## src/rtl/fst_pkg.sv

```systemverilog
// Shared types and constants of the flow session table.
// Used by the entry cell and the top level.
package fst_pkg;

   localparam int FLOW_ENTRIES_DEF = 256;
   localparam int SESSION_ID_W     = 9;
   localparam int STAMP_W          = 63;

   localparam logic [7:0] PROTO_TCP = 8'd6;
   localparam logic [7:0] PROTO_UDP = 8'd17;

   typedef struct packed {
      logic [63:0] src_hi;
      logic [63:0] src_lo;
      logic [63:0] dst_hi;
      logic [63:0] dst_lo;
      logic [31:0] ports;
      logic        is_udp;
   } key_type;

   typedef struct packed {
      logic [STAMP_W-1:0] stamp;
      logic [7:0]         app;
      logic [15:0]        len;
   } upd_type;

   typedef struct packed {
      logic lookup;
      logic update;
      logic miss;
   } ctl_type;

   typedef struct packed {
      logic [SESSION_ID_W-1:0] id;
      logic [31:0]             pkt;
      logic [STAMP_W-1:0]      bytes;
      logic [STAMP_W-1:0]      first;
      logic [STAMP_W-1:0]      last;
      logic [7:0]              app;
   } view_type;

endpackage

```

## src/rtl/fst_cell.sv

```systemverilog
// One flow entry of the session table: stored key, counters and stamps.
// Depends on fst_pkg for the key, update, control and view types.
module fst_cell
   import fst_pkg::*;
#(
   parameter int USED_W   = 9,
   parameter int CELL_IDX = 0
) (
   input  logic              clock,
   input  logic              reset,
   input  key_type           key,
   input  upd_type           upd,
   input  ctl_type           ctl,
   input  logic [USED_W-1:0] used,
   output logic              hit,
   output view_type          view
);

   localparam logic [USED_W-1:0] MY_IDX = USED_W'(CELL_IDX);
   localparam logic [SESSION_ID_W-1:0] MY_ID = SESSION_ID_W'(CELL_IDX + 1);
   localparam logic [STAMP_W-1:0] BYTE_MAX = '1;

   logic               valid_ff, valid_in;
   logic               match_ff, match_in;
   logic               sel_ff, sel_in;
   key_type            key_ff, key_in;
   logic [31:0]        pkt_ff, pkt_in;
   logic [STAMP_W-1:0] bytes_ff, bytes_in;
   logic [STAMP_W-1:0] first_ff, first_in;
   logic [STAMP_W-1:0] last_ff, last_in;
   logic [7:0]         app_ff, app_in;
   logic               do_match, do_alloc;
   logic [STAMP_W:0]   byte_sum;

   assign do_match = ctl.update & match_ff;
   assign do_alloc = ctl.update & ctl.miss & (used == MY_IDX);
   assign byte_sum = {1'b0, bytes_ff} + {{(STAMP_W - 15){1'b0}}, upd.len};

   always_comb begin
      valid_in = valid_ff;
      match_in = match_ff;
      sel_in   = sel_ff;
      key_in   = key_ff;
      pkt_in   = pkt_ff;
      bytes_in = bytes_ff;
      first_in = first_ff;
      last_in  = last_ff;
      app_in   = app_ff;
      if (ctl.lookup) begin
         match_in = valid_ff & (key_ff == key);
         sel_in   = 1'b0;
      end
      if (do_alloc) begin
         valid_in = 1'b1;
         sel_in   = 1'b1;
         key_in   = key;
         pkt_in   = 32'd1;
         bytes_in = {{(STAMP_W - 16){1'b0}}, upd.len};
         first_in = upd.stamp;
         last_in  = upd.stamp;
         app_in   = upd.app;
      end else if (do_match) begin
         sel_in  = 1'b1;
         last_in = upd.stamp;
         if (upd.app != 8'd0) begin
            app_in = upd.app;
         end
         if (pkt_ff != 32'hFFFF_FFFF) begin
            pkt_in = pkt_ff + 32'd1;
         end
         bytes_in = byte_sum[STAMP_W] ? BYTE_MAX : byte_sum[STAMP_W-1:0];
      end
   end

   always_ff @(posedge clock) begin
      if (reset) begin
         valid_ff <= 1'b0;
         match_ff <= 1'b0;
         sel_ff   <= 1'b0;
      end else begin
         valid_ff <= valid_in;
         match_ff <= match_in;
         sel_ff   <= sel_in;
      end
      key_ff   <= key_in;
      pkt_ff   <= pkt_in;
      bytes_ff <= bytes_in;
      first_ff <= first_in;
      last_ff  <= last_in;
      app_ff   <= app_in;
   end

   assign hit = match_ff;

   // Only the cell touched by the current packet drives the gather bus.
   always_comb begin
      view = '0;
      if (sel_ff) begin
         view.id    = MY_ID;
         view.pkt   = pkt_ff;
         view.bytes = bytes_ff;
         view.first = first_ff;
         view.last  = last_ff;
         view.app   = app_ff;
      end
   end

endmodule

```

## config.mk

```make
export PLATFORM = sky130hd
export DESIGN_NAME = fst_cell
export DESIGN_NICKNAME = d
export VERILOG_FILES = /design/src/rtl/fst_pkg.sv /design/src/rtl/fst_cell.sv
export SDC_FILE = /design/constraint.sdc
export NUM_CORES = 1
export LEC_CHECK = 0
export ABC_AREA = 1
export BUFFER_PORTS_ARGS = -buffer_cell sky130_fd_sc_hd__buf_2
export CAP_MARGIN = 20
export CORE_AREA = 2 2 243 245
export DETAILED_ROUTE_END_ITERATION = 10
export DIE_AREA = 0 0 245 247
export PLACE_DENSITY = 0.81
export SLEW_MARGIN = 20
export SYNTH_ARGS = -nofsm -noshare
export SYNTH_HDL_FRONTEND = slang
export SYNTH_SLANG_ARGS = --single-unit
```

## constraint.sdc

```tcl
create_clock -name clock -period 25.1 [get_ports clock]
set_input_delay 1.255 -clock clock [delete_from_list [all_inputs] [get_ports clock]]
set_output_delay 1.255 -clock clock [all_outputs]
set_load 0.05 [all_outputs]
```

==> results.cfg <==
[synth]
syn_inst = 3196
yosysUniqueCellTypes = 44
synth.avg_cell_area_um2 = 8.30
synth-edff-count = 439
yosys_register_bits = 521
yosysTopAreaCellShare_pct = 49.7
synth_area_leader_cell = edfxtp_1
seq_area_frac_synth_pct = 55.9
synth-async-reset-ratio_pct = 0
yosysWarningCount = 0
netlist_area_um2 = 26500
synth_area_leaders = edfxtp_1 (50%), nand2_1 (14%), inv_1 (9.7%)
synthFlopType = edfxtp_1

[grt]
grt_antenna_before_repair = 27
grt_util_all_layers_pct = 23.6
first_global_vias = 21200
grt_pass1_wl_mm = 111
grt_max_degree = 181
overflow = 0

[routing]
dr.pass1.iters = 6
drc = 0
routedWlPerCell_um = 16.0
viasPerCell = 4.87
routed_wl_mm = 74.4
drt_iter0_drc = 1947
dr_total_vias = 22700
antenna_left = 0

[timing]
min_period_ns = 4.73
clock_skew_ns = 0.0191
worstMarginPinSlew_ns = 1.09
setup_ws_ns = 20.37
relSlewSlack_pct = 27.4
fmax_mhz = 212
rsz0062_at_grt = no
fin_setup_tns_ns = 0
setup_violations = 0
finalCritPeriodShare_pct = 18.8
holdWs_ns = 0.468
hold_viol_final = 0
slew_viol_final = 0

[floorplanning]
dieWidth_um = 245
start_util_pct = 45.5
dieArea_um2 = 60500
die_y_um = 247
pin_count = 629
fp-row-count = 89
fp.coreArea_um2 = 58200

[clock_network]
clock_latency_ns = 0.60
cts_resized = 0
htreeDepth = 2
cts.clk_slew.worst_paths_ns = 0.06
cts_sinks = 521
post_cts_buffers = 0
numCtsBuffers = 55
cts-root-buf = clkbuf_16
cts_hold_buf = 0
cts.path.max_buffers = 3
cts_tree = built

[layout]
fin_cells = 4664
drive_gt1_share_pct = 19.9
nets = 4229
stdcell_area_um2 = 32100
fill_cells = 5194
final_cell_mix = nand2_1 (976), inv_1 (685), buf_2 (620), edfxtp_1 (439), nor2_1 (322)
area_growth_pct = 21.2
final_common_cell = nand2_1

[place]
hpwl_mm = 56.5
io_buffer_count = 620
place_inst = 4537
dp_slack_ns = 20.72
place.gp.congestion = 0.926
postPlaceCellArea_um2 = 30400

[pwr]
vdd.ir_drop.worst_mv = 0.0488
p_seq_share_pct = 52.0
power_switching_mw = 0.401
p_int_mw = 1.41
clkPwrFrac_pct = 42.7
p_comb_share_pct = 5.4
p_per_area_nw_per_um2 = 56.3
total_leakage_power_nw = 16.5
power.share.switching_pct = 22.2

[flow_run]
drv_cap = 0

[setup_path]
arrival_ns = 3.47
required_ns = 23.84
critical_path.max_fanout = 117
crit_type = reg -> out
startpoint_type = flip-flop
end_kind = output port
regToRegSetupSlack_ns = 22.12

[min_path]
hold_path_class = reg -> reg

[run_status]
outcome = complete, no violations
[kinds of logic (layout without fill, tap and decap cells)]
family	count (synthesis)	in the layout	share of synthesized area, %
AND/OR/NAND/NOR	1578	1578	24.7
other	1	33	0.0141
XOR/XNOR	86	86	2.84
flip-flops	521	521	55.9
AO/OA/AOI/OAI	230	230	4.62
buffers and inverters	762	1425	11.1
adder cells (fa/ha/maj)	18	18	0.878
[worst paths after layout]
check	end	cells past startpoint	startpoint
setup reg to reg	bytes_ff[28]	13	bytes_ff[3]
hold reg to reg	valid_ff	2	valid_ff
setup / recovery	view[50]	5	sel_ff
hold / removal	valid_ff	2	valid_ff
[cell usage after synthesis, types with 3 or more instances]
library cell  count
xor2_1           47
nor3b_1           4
nor3_1           48
nand3_1         107
nor2_1          322
nand2_2           6
o21ai_0         145
clkbuf_1         37
buf_1             5
nand2_1         977
buf_2            10
nor3_2           10
nor2_2            5
or2_2             5
dfxtp_1          82
buf_4            12
o22ai_1           4
a31oi_1          18
edfxtp_1        439
nand4_1          63
nor4_1           10
nand3b_1          7
nand3_2           4
ha_1             17
buf_6             3
xnor2_1          39
inv_1           687
a21oi_1          48
inv_2             8
a21oi_2           9
[worst max-delay path: stages, from the launching register on]
cell	delay, ns
dfxtp_4	0.53
buf_4	0.72
buf_4	0.92
nand2_1	0.16
inv_1	0.13
buf_2	0.27
[power by group through the flow]
stage / Sequential (mW) / Clock [mW] / Combinational [mW]
floorplan: 0.958 / 0 / 0.0430
global placement: 0.958 / 0 / 0.0923
detailed placement: 0.958 / 0 / 0.0959
CTS: 0.940 / 0.786 / 0.0966
global route: 0.940 / 0.818 / 0.109
finish: 0.940 / 0.771 / 0.0973
[layer usage]
layer  GRT usage [%]  wire length [µm]  part of all wire, %
met2            39.7             35700                   48
met5               0                69                0.093
met3            4.34              5800                  7.8
met1            29.7             29700                   40
met4            11.0              3110                  4.2
[per-stage QoR]
step	utilization [%]	total power, mW
2_1_floorplan	-	1.00
3_3_place_gp	52.2	1.05
3_5_place_dp	52.2	1.05
4_1_cts	55.1	1.82
5_1_grt	55.2	1.87
6_report	55.2	1.81
[registers in the layout, indices dropped and copies added, names as in the netlist]
signal and count:
first_ff 63, bytes_ff 63, app_ff 8, sel_ff 1, last_ff 63, key_ff 289, hit 1, pkt_ff 32
valid_ff 1
[area by class of cell]
class	instances	area, µm²	share of cell area [%]
diodes	25	62.6	0.195
clock buffers	67	1480	4.60
clock inverters	35	215	0.670
inverters	695	2620	8.15
multi-input cells	1920	8790	27.4
flip-flops and latches	521	14800	46.1
well taps	773	967	3.01
repair buffers	628	3180	9.88
Note: power is estimated with default switching activity, not from simulation.
